`src/nrmc_pkg.sv`:
```
// ----------------------------------------------------------------------------
// nrmc_pkg: shared types and constants for the RMC sentence parser
// Byte classes, queue entry, record layout, header text and scale table.
// ----------------------------------------------------------------------------
package nrmc_pkg;

  localparam int FIELD_CHARS = 10;  // bytes of a field that feed its value
  localparam int FRAC_DIGITS = 4;   // kept fraction digits, value scaled by 10^4
  localparam int HDR_LEN     = 6;   // length of "$GPRMC"

  localparam int ACC_W   = 40;
  localparam int DATE_W  = 32;
  localparam int SCALE_W = 20;      // holds 10^6, the largest scale
  localparam int FRAC_W  = 3;

  localparam int QDEPTH = 4;
  localparam int QPTR_W = $clog2(QDEPTH);

  localparam logic [7:0] CHAR_NUL   = 8'h00;
  localparam logic [7:0] CHAR_COMMA = 8'h2C;
  localparam logic [7:0] CHAR_POINT = 8'h2E;
  localparam logic [7:0] CHAR_ZERO  = 8'h30;
  localparam logic [7:0] CHAR_NINE  = 8'h39;

  localparam logic [ACC_W-1:0]  MAX_ACC  = {ACC_W{1'b1}};
  localparam logic [DATE_W-1:0] MAX_DATE = {DATE_W{1'b1}};

  // field indexes within a sentence
  localparam logic [3:0] FLD_HDR    = 4'd0;
  localparam logic [3:0] FLD_TIME   = 4'd1;
  localparam logic [3:0] FLD_STATUS = 4'd2;
  localparam logic [3:0] FLD_LAT    = 4'd3;
  localparam logic [3:0] FLD_NS     = 4'd4;
  localparam logic [3:0] FLD_LON    = 4'd5;
  localparam logic [3:0] FLD_EW     = 4'd6;
  localparam logic [3:0] FLD_SPEED  = 4'd7;
  localparam logic [3:0] FLD_COURSE = 4'd8;
  localparam logic [3:0] FLD_DATE   = 4'd9;
  localparam logic [3:0] FLD_LAST   = 4'd15;

  typedef enum logic [2:0] {
    CLS_END,
    CLS_COMMA,
    CLS_DIGIT,
    CLS_POINT,
    CLS_OTHER
  } byte_class_e;

  typedef struct packed {
    logic [7:0]  ch;
    byte_class_e cls;
  } q_entry_t;

  typedef struct packed {
    logic [ACC_W-1:0]  utc_time;
    logic [7:0]        fix_status;
    logic [ACC_W-1:0]  latitude;
    logic [7:0]        lat_hemisphere;
    logic [ACC_W-1:0]  longitude;
    logic [7:0]        lon_hemisphere;
    logic [ACC_W-1:0]  ground_speed;
    logic [ACC_W-1:0]  ground_course;
    logic [DATE_W-1:0] fix_date;
  } rec_t;

  function automatic logic [7:0] hdr_char(input logic [2:0] idx);
    logic [7:0] c;
    case (idx)
      3'd0:    c = 8'h24;  // $
      3'd1:    c = 8'h47;  // G
      3'd2:    c = 8'h50;  // P
      3'd3:    c = 8'h52;  // R
      3'd4:    c = 8'h4D;  // M
      3'd5:    c = 8'h43;  // C
      default: c = 8'h00;
    endcase
    return c;
  endfunction

  function automatic logic [SCALE_W-1:0] pow10(input logic [FRAC_W-1:0] k);
    logic [SCALE_W-1:0] p;
    case (k)
      3'd0:    p = SCALE_W'(1);
      3'd1:    p = SCALE_W'(10);
      3'd2:    p = SCALE_W'(100);
      3'd3:    p = SCALE_W'(1000);
      3'd4:    p = SCALE_W'(10000);
      3'd5:    p = SCALE_W'(100000);
      3'd6:    p = SCALE_W'(1000000);
      default: p = SCALE_W'(1);
    endcase
    return p;
  endfunction

endpackage

```
`src/nrmc_front.sv`:
```
// ----------------------------------------------------------------------------
// nrmc_front: byte intake and classification
// Takes sentence bytes from the input channel, tags each with its class and
// pushes it into the byte queue.
// ----------------------------------------------------------------------------
module nrmc_front (
  input  logic              in_valid_i,
  output logic              in_ready_o,
  input  logic [7:0]        rx_char_i,
  output logic              push_valid_o,
  input  logic              push_ready_i,
  output nrmc_pkg::q_entry_t push_entry_o
);
  import nrmc_pkg::*;

  byte_class_e cls;

  always_comb begin
    if (rx_char_i == CHAR_NUL) begin
      cls = CLS_END;
    end else if (rx_char_i == CHAR_COMMA) begin
      cls = CLS_COMMA;
    end else if (rx_char_i >= CHAR_ZERO && rx_char_i <= CHAR_NINE) begin
      cls = CLS_DIGIT;
    end else if (rx_char_i == CHAR_POINT) begin
      cls = CLS_POINT;
    end else begin
      cls = CLS_OTHER;
    end
  end

  assign push_valid_o     = in_valid_i;
  assign in_ready_o       = push_ready_i;
  assign push_entry_o.ch  = rx_char_i;
  assign push_entry_o.cls = cls;

endmodule

```
`src/nrmc_queue.sv`:
```
// ----------------------------------------------------------------------------
// nrmc_queue: short byte queue
// Decouples intake from the parser so each side can stall on its own.
// ----------------------------------------------------------------------------
module nrmc_queue (
  input  logic               clk_i,
  input  logic               rst_ni,
  input  logic               push_valid_i,
  output logic               push_ready_o,
  input  nrmc_pkg::q_entry_t push_entry_i,
  output logic               pop_valid_o,
  input  logic               pop_ready_i,
  output nrmc_pkg::q_entry_t pop_entry_o
);
  import nrmc_pkg::*;

  q_entry_t          mem_q [QDEPTH];
  logic [QPTR_W-1:0] wr_ptr_q, wr_ptr_d;
  logic [QPTR_W-1:0] rd_ptr_q, rd_ptr_d;
  logic [QPTR_W:0]   cnt_q, cnt_d;
  logic              push, pop;

  assign push_ready_o = (cnt_q != (QPTR_W+1)'(QDEPTH));
  assign pop_valid_o  = (cnt_q != '0);
  assign pop_entry_o  = mem_q[rd_ptr_q];

  assign push = push_valid_i && push_ready_o;
  assign pop  = pop_valid_o && pop_ready_i;

  always_comb begin
    wr_ptr_d = push ? wr_ptr_q + 1'b1 : wr_ptr_q;
    rd_ptr_d = pop ? rd_ptr_q + 1'b1 : rd_ptr_q;
    cnt_d    = cnt_q;
    if (push && !pop) begin
      cnt_d = cnt_q + 1'b1;
    end else if (pop && !push) begin
      cnt_d = cnt_q - 1'b1;
    end
  end

  always_ff @(posedge clk_i or negedge rst_ni) begin
    if (!rst_ni) begin
      wr_ptr_q <= '0;
      rd_ptr_q <= '0;
      cnt_q    <= '0;
    end else begin
      wr_ptr_q <= wr_ptr_d;
      rd_ptr_q <= rd_ptr_d;
      cnt_q    <= cnt_d;
    end
  end

  always_ff @(posedge clk_i) begin
    if (push) begin
      mem_q[wr_ptr_q] <= push_entry_i;
    end
  end

endmodule

```
`src/nrmc_back.sv`:
```
// ----------------------------------------------------------------------------
// nrmc_back: field parser, held record and result register
// Pops one classified word per cycle unless a terminator waits on the result
// register, runs the per-field number parser and header check, updates the
// record at each field end and loads the result register at the terminator.
// ----------------------------------------------------------------------------
module nrmc_back (
  input  logic               clk_i,
  input  logic               rst_ni,
  input  logic               pop_valid_i,
  output logic               pop_ready_o,
  input  nrmc_pkg::q_entry_t pop_entry_i,
  output logic               out_valid_o,
  input  logic               out_ready_i,
  output logic               ok_o,
  output nrmc_pkg::rec_t     rec_o
);
  import nrmc_pkg::*;

  logic [3:0]        field_q, field_d;
  logic              hdr_ok_q, hdr_ok_d;
  logic [3:0]        cpos_q, cpos_d;
  logic [ACC_W-1:0]  acc_q, acc_d;
  logic [FRAC_W-1:0] frac_q, frac_d;
  logic              point_q, point_d;
  logic              stop_q, stop_d;
  logic [7:0]        first_q, first_d;
  rec_t              rec_q, rec_d;
  logic              out_valid_q, out_valid_d;
  logic              ok_q;
  rec_t              out_rec_q;

  logic                     fire, is_end;
  logic [7:0]               c;
  logic [ACC_W+3:0]         mul10;
  logic [ACC_W-1:0]         acc_digit;
  logic [ACC_W+SCALE_W-1:0] prod;
  logic [ACC_W-1:0]         scaled;
  logic [DATE_W-1:0]        date_val;
  logic                     hdr_after_end;
  rec_t                     rec_end;

  assign c      = pop_entry_i.ch;
  assign is_end = (pop_entry_i.cls == CLS_END);
  // a terminator waits until the result register is free
  assign pop_ready_o = !is_end || !out_valid_q || out_ready_i;
  assign fire        = pop_valid_i && pop_ready_o;

  // accumulate one digit: acc*10 + d, saturating
  assign mul10 = {1'b0, acc_q, 3'b000} + {3'b000, acc_q, 1'b0} + (ACC_W+4)'(c[3:0]);
  assign acc_digit = (mul10[ACC_W+3:ACC_W] != '0) ? MAX_ACC : mul10[ACC_W-1:0];

  // pad missing fraction digits: acc * 10^(FRAC_DIGITS - frac), saturating
  assign prod = {{SCALE_W{1'b0}}, acc_q}
              * {{ACC_W{1'b0}}, pow10(FRAC_W'(FRAC_DIGITS) - frac_q)};
  assign scaled = (prod[ACC_W+SCALE_W-1:ACC_W] != '0) ? MAX_ACC : prod[ACC_W-1:0];

  assign date_val = (acc_q[ACC_W-1:DATE_W] != '0) ? MAX_DATE : acc_q[DATE_W-1:0];

  assign hdr_after_end = hdr_ok_q && !(field_q == FLD_HDR && cpos_q != 4'(HDR_LEN));

  always_comb begin
    rec_end = rec_q;
    if (field_q != FLD_HDR && hdr_ok_q) begin
      case (field_q)
        FLD_TIME:   rec_end.utc_time       = scaled;
        FLD_STATUS: rec_end.fix_status     = first_q;
        FLD_LAT:    rec_end.latitude       = scaled;
        FLD_NS:     rec_end.lat_hemisphere = first_q;
        FLD_LON:    rec_end.longitude      = scaled;
        FLD_EW:     rec_end.lon_hemisphere = first_q;
        FLD_SPEED:  rec_end.ground_speed   = scaled;
        FLD_COURSE: rec_end.ground_course  = scaled;
        FLD_DATE:   rec_end.fix_date       = date_val;
        default:    rec_end = rec_q;
      endcase
    end
  end

  always_comb begin
    field_d     = field_q;
    hdr_ok_d    = hdr_ok_q;
    cpos_d      = cpos_q;
    acc_d       = acc_q;
    frac_d      = frac_q;
    point_d     = point_q;
    stop_d      = stop_q;
    first_d     = first_q;
    rec_d       = rec_q;
    out_valid_d = out_valid_q && !out_ready_i;

    if (fire) begin
      case (pop_entry_i.cls)
        CLS_END, CLS_COMMA: begin
          rec_d   = rec_end;
          cpos_d  = '0;
          acc_d   = '0;
          frac_d  = '0;
          point_d = 1'b0;
          stop_d  = 1'b0;
          first_d = '0;
          if (is_end) begin
            field_d     = FLD_HDR;
            hdr_ok_d    = 1'b1;
            out_valid_d = 1'b1;
          end else begin
            hdr_ok_d = hdr_after_end;
            if (field_q != FLD_LAST) begin
              field_d = field_q + 1'b1;
            end
          end
        end
        default: begin
          if (field_q == FLD_HDR && cpos_q < 4'(HDR_LEN) && c != hdr_char(cpos_q[2:0])) begin
            hdr_ok_d = 1'b0;
          end
          if (cpos_q < 4'(FIELD_CHARS)) begin
            if (cpos_q == '0) begin
              first_d = c;
            end
            if (!stop_q) begin
              if (pop_entry_i.cls == CLS_DIGIT) begin
                if (!point_q) begin
                  acc_d = acc_digit;
                end else if (frac_q < FRAC_W'(FRAC_DIGITS)) begin
                  acc_d  = acc_digit;
                  frac_d = frac_q + 1'b1;
                end
              end else if (pop_entry_i.cls == CLS_POINT && !point_q && field_q != FLD_DATE) begin
                point_d = 1'b1;
              end else begin
                stop_d = 1'b1;
              end
            end
          end
          if (cpos_q != 4'hF) begin
            cpos_d = cpos_q + 1'b1;
          end
        end
      endcase
    end
  end

  always_ff @(posedge clk_i or negedge rst_ni) begin
    if (!rst_ni) begin
      field_q     <= FLD_HDR;
      hdr_ok_q    <= 1'b1;
      cpos_q      <= '0;
      acc_q       <= '0;
      frac_q      <= '0;
      point_q     <= 1'b0;
      stop_q      <= 1'b0;
      first_q     <= '0;
      rec_q       <= '0;
      out_valid_q <= 1'b0;
    end else begin
      field_q     <= field_d;
      hdr_ok_q    <= hdr_ok_d;
      cpos_q      <= cpos_d;
      acc_q       <= acc_d;
      frac_q      <= frac_d;
      point_q     <= point_d;
      stop_q      <= stop_d;
      first_q     <= first_d;
      rec_q       <= rec_d;
      out_valid_q <= out_valid_d;
    end
  end

  always_ff @(posedge clk_i) begin
    if (fire && is_end) begin
      ok_q      <= hdr_after_end;
      out_rec_q <= rec_end;
    end
  end

  assign out_valid_o = out_valid_q;
  assign ok_o        = ok_q;
  assign rec_o       = out_rec_q;

endmodule

```
`src/nmea_rmc_sentence_parser.sv`:
```
// ----------------------------------------------------------------------------
// nmea_rmc_sentence_parser: RMC sentence to position record
// Splits a byte stream into comma fields and emits one record per sentence.
// ----------------------------------------------------------------------------
// Input channel (in_valid_i/in_ready_o, rx_char_i) carries one sentence byte
// per word; a NUL byte ends the sentence. Each NUL produces exactly one word
// on the output channel (out_valid_o/out_ready_i) with ok_o and the held
// record: time, status, position, speed, course (value times 10^4) and date.
// Fields missing from a sentence keep their earlier values; a bad header
// gives ok_o low and leaves the record untouched.
// Throughput: one byte per cycle while out_ready_i keeps up. The result
// register is loaded as the terminator is popped from the queue. The
// per-byte update (44-bit times-ten add, 40x20 scale multiply) sets the rate.
// A four-word byte queue sits between intake and parser; when the receiver
// stalls, the result holds, the parser stops at the next terminator and
// in_ready_o drops once the queue is full.
// Reset empties the queue, clears the record to zero and restarts the
// sentence at field 0.
// ----------------------------------------------------------------------------
module nmea_rmc_sentence_parser (
  input  logic        clk_i,
  input  logic        rst_ni,
  input  logic        in_valid_i,
  output logic        in_ready_o,
  input  logic [7:0]  rx_char_i,
  output logic        out_valid_o,
  input  logic        out_ready_i,
  output logic        ok_o,
  output logic [39:0] utc_time_o,
  output logic [7:0]  fix_status_o,
  output logic [39:0] latitude_o,
  output logic [7:0]  lat_hemisphere_o,
  output logic [39:0] longitude_o,
  output logic [7:0]  lon_hemisphere_o,
  output logic [39:0] ground_speed_o,
  output logic [39:0] ground_course_o,
  output logic [31:0] fix_date_o
);
  import nrmc_pkg::*;

  logic     push_valid, push_ready;
  q_entry_t push_entry;
  logic     pop_valid, pop_ready;
  q_entry_t pop_entry;
  rec_t     rec;

  nrmc_front u_front (
    .in_valid_i   (in_valid_i),
    .in_ready_o   (in_ready_o),
    .rx_char_i    (rx_char_i),
    .push_valid_o (push_valid),
    .push_ready_i (push_ready),
    .push_entry_o (push_entry)
  );

  nrmc_queue u_queue (
    .clk_i        (clk_i),
    .rst_ni       (rst_ni),
    .push_valid_i (push_valid),
    .push_ready_o (push_ready),
    .push_entry_i (push_entry),
    .pop_valid_o  (pop_valid),
    .pop_ready_i  (pop_ready),
    .pop_entry_o  (pop_entry)
  );

  nrmc_back u_back (
    .clk_i       (clk_i),
    .rst_ni      (rst_ni),
    .pop_valid_i (pop_valid),
    .pop_ready_o (pop_ready),
    .pop_entry_i (pop_entry),
    .out_valid_o (out_valid_o),
    .out_ready_i (out_ready_i),
    .ok_o        (ok_o),
    .rec_o       (rec)
  );

  assign utc_time_o       = rec.utc_time;
  assign fix_status_o     = rec.fix_status;
  assign latitude_o       = rec.latitude;
  assign lat_hemisphere_o = rec.lat_hemisphere;
  assign longitude_o      = rec.longitude;
  assign lon_hemisphere_o = rec.lon_hemisphere;
  assign ground_speed_o   = rec.ground_speed;
  assign ground_course_o  = rec.ground_course;
  assign fix_date_o       = rec.fix_date;

  // a terminator leaves the queue only when the result register can take it
  a_end_needs_slot: assert property (@(posedge clk_i) disable iff (!rst_ni)
    (pop_valid && pop_ready && pop_entry.cls == CLS_END) |-> (!out_valid_o || out_ready_i))
    else $error("terminator popped while result register busy");

  // an accepted byte is waiting in the queue on the next cycle
  a_push_lands: assert property (@(posedge clk_i) disable iff (!rst_ni)
    (in_valid_i && in_ready_o) |=> pop_valid)
    else $error("accepted byte missing from queue");

  // a new result appears only right after a terminator was popped
  a_result_from_end: assert property (@(posedge clk_i) disable iff (!rst_ni)
    $rose(out_valid_o) |-> $past(pop_valid && pop_ready && pop_entry.cls == CLS_END))
    else $error("result without terminator");

endmodule
```
`config.mk`:
```
export PLATFORM = sky130hd
export DESIGN_NAME = nmea_rmc_sentence_parser
export DESIGN_NICKNAME = d
export VERILOG_FILES = /design/src/nrmc_pkg.sv /design/src/nrmc_front.sv /design/src/nrmc_queue.sv /design/src/nrmc_back.sv /design/src/nmea_rmc_sentence_parser.sv
export SDC_FILE = /design/constraint.sdc
export NUM_CORES = 2
export LEC_CHECK = 0
export ABC_AREA = 1
export BUFFER_PORTS_ARGS = -buffer_cell sky130_fd_sc_hd__buf_4
export CAP_MARGIN = 40
export CORE_ASPECT_RATIO = 0.7
export CORE_MARGIN = 10
export CORE_UTILIZATION = 35
export DETAILED_ROUTE_END_ITERATION = 6
export PLACE_DENSITY = 0.61
export REMOVE_ABC_BUFFERS = 1
export SLEW_MARGIN = 15
export SYNTH_ARGS = -nofsm -noshare
export SYNTH_HDL_FRONTEND = slang
export SYNTH_SLANG_ARGS = --single-unit
```
`constraint.sdc`:
```
create_clock -name clk_i -period 17.52 [get_ports clk_i]
set_input_delay 3.504 -clock clk_i [delete_from_list [all_inputs] [get_ports clk_i]]
set_output_delay 3.504 -clock clk_i [all_outputs]
set_load 0.01 [all_outputs]
```
==> results.md <==
- CP Launch Type: flop
- Setup bufs post-CTS: 0
- Via-per-instance ratio: 5.048
- Path depth of the worst reg2reg path: 39
- DRC errors left: 0
- Dominant synthesized flop cell: dfrtp_1
- Required time worst endpoint: 17890 ps
- Seq/Total Area, Yosys: 30.70%
- Hold Vio Cnt, Final: 0
- Worst-margin pin slew: 1296 ps
- Synth warnings: 0
- Maximum clock path buffer count: 3
- Critical Path Stages: 39
- M3 GR Usage: 4.727%
- Buffers on Ports: 270
- Async SR Flop Fraction: 51.99%
- Hold buffers post-CTS: 0
- Core area: 158600 sq um
- Status: complete, no violations
- Cell taking the most area after synthesis: fa_1
- Worst path arrival time: 11450 ps
- Hold Path Class: flop to flop
- Final Wtd Congestion: 0.9450
- H-tree depth: 3
- Final Setup Violations: 0
- Die X: 498.1 microns
- Final Skew: 48.89 ps
- Top cell type's share of synthesized area: 20.52%
- CTS root buffer: clkbuf_16
- Clock period minus worst slack: 11090 ps
- CP endpoint kind: flop
- R2r setup slk: 6430 ps
- Clk Latency, worst-skew pair: 690 ps
- Grt ovf: 0
- Count of pins over their slew limit: 0
- Initial antenna violation count: 3
- CP top delay family: adder cells
- Initial Utilization: 35.32%
- 1st-iter DRT viols: 4275
- Most frequent cells after synthesis: nand2_1 (1535), inv_1 (1284), fa_1 (574)
- CTS tree: yes
- Final #Nets: 7815
- First-pass DRT Iterations: 6
- Antenna Nets Post-Route: 0
- CP Class: flop to flop
- Die area: 176700 sq um
- Routed via count: 45800
- Setup tns final: 0 ps
- Worst path max stage delay: 590 ps
- Rows: 122
- Max Fanout on Critical Path: 199
- Final period utilization: 63.27%
- GR Util All Layers: 20.77%
- CP max-delay cell: buf_12
- First-pass GRT wire length: 286900 microns
- Cell count after synthesis: 6721
- Hold-critical path depth: 2
- DRT Wirelength: 186100 microns
- WP buf/inv: 12
- RSZ-0062 raised after global routing: no
- Vias in the first global route: 46000
- Synth cell types: 54
- Post-DP HPWL: 140300 microns
- Synth Cell Area: 56010 sq um
- Ports: 271
- Most common cell in the synthesized netlist: nand2_1
- Clock buffer count from CTS: 71
- Layout cell share with drive strength beyond 1: 10.80%
- Highest clock rate: 90.21 MHz
- Slew headroom: 13.61%
- Fillers: 15880
- Met1 track demand over resource: 31.21%
- Chip height: 354.7 microns
- Most frequent CP cell: nand2_1
- Met2 GRT Util: 30.00%
- GRT busiest layer: met1
- Register clock-pin slew on the reported worst setup and hold paths: 60 ps
- Largest net degree at the start of global routing: 200
- Routed len/inst: 20.51 microns
- Largest cells by area after synthesis: fa_1 (21%), edfxtp_1 (16%), dfrtp_1 (15%)
- Mean post-synth cell area: 8.334 sq um
- Max-capacitance violation count: 0
- Number of enable flip-flop cells after synthesis: 301
- Area Overhead vs Synth: 12.42%
- Cts repair resizes: 0
- Clock sink total: 627
- FF+latch count, synth: 627
## area by class of cell
cell class	instances	area, sq um	area share (%)
Timing Repair Buffer	373	3156	5.011
Clock buffer	94	2017	3.203
Tap cell	2108	2638	4.189
Clock inverter	38	334.1	0.5306
Antenna cell	4	10.01	0.01590
Inverter	1332	5007	7.952
Multi-Input combinational cell	4497	32610	51.79
Sequential cell	627	17200	27.31
## flip-flops by register name, summed over array words and instances (netlist names), 2 cells and up
register / cells
u_back.rec_q: 256
u_back.first_q: 8
u_queue.cnt_q: 3
u_back.rec_o: 256
u_queue.mem_q: 44
u_queue.rd_ptr_q: 2
u_back.frac_q: 3
u_back.acc_q: 40
u_back.cpos_q: 4
u_back.field_q: 4
u_queue.wr_ptr_q: 2
## per-layer routing
metal	up-vias	share of wire (%)
met3	238	9.0
met1	22670	47
met4	0	2.2
met2	1740	41
li1	21160	-
met5	-	0
## stage by stage
step                      utilization, %  hold slack, ps  setup slack (ps)  instances  area (sq um)
after floorplan                        -           441.7              2283       6456         54750
after global placement             37.84           453.2              6285       8900         60020
after detailed placement           38.02           457.5              6295       8924         60290
after CTS                          39.50           474.1              6215       9056         62640
after global routing               39.70           488.4              5841       9069         62960
final                              39.70           469.7              6434       9073         62970
## placed cells by master (no fill, tap or decap), types with 7 or more instances in the layout
cell type  netlist  routed
a21oi_1        102     101
a31oi_1         60      60
and2_1         163     163
buf_12           0       7
buf_16           0      12
buf_4            5     347
clkbuf_1       158      11
clkbuf_16        0      74
clkbuf_8         0       9
clkinv_1        21      24
clkinv_2         0      15
dfrtp_1        325     325
edfxtp_1       301     301
fa_1           574     574
ha_1           327     325
inv_1         1284    1282
inv_2           27      31
nand2_1       1535    1533
nand3_1        309     309
nand4_1        221     221
nor2_1         534     530
nor2_2          10      12
nor3_1          22      19
nor4_1           9       9
o21ai_0        193     193
o21ai_1         14      14
o21bai_1        27      27
o22ai_1         23      23
or2_2          193     193
xnor2_1         48      48
xor2_1          69      69
## worst register-to-register path, delay by kind of cell (launching register included)
kind	cells	cell delay, ps
AOI/OAI and AO/OA	1	230
adders and majority gates	10	4360
buffers and inverters	12	2590
DFF	1	460
and+or+nand+nor	16	3120
## final timing paths
path                                     end               from
min                        u_back.rec_q[121]  u_back.rec_q[121]
min in group asynchronous  u_back.rec_q[116]             rst_ni
max                         u_back.rec_o[43]   u_back.frac_q[1]
min reg2reg                u_back.rec_q[121]  u_back.rec_q[121]
max in group asynchronous    u_back.rec_q[4]             rst_ni
max reg2reg                 u_back.rec_o[43]   u_back.frac_q[1]
## cells by family (layout without fill, tap and decap cells)
family	after synthesis	count (layout)	synth area share, %
and+or+nand+nor	3017	3017	23.79
xor gates and xnor gates	117	117	1.829
buffers and inverters	1597	1837	11.18
adders and majority gates	901	901	27.82
AOI/OAI and AO/OA	462	462	4.678
other	0	4	0
DFF	627	627	30.70
Power is not shown: default switching activity piles up to over one toggle a cycle in this logic, so the estimate is an artifact.
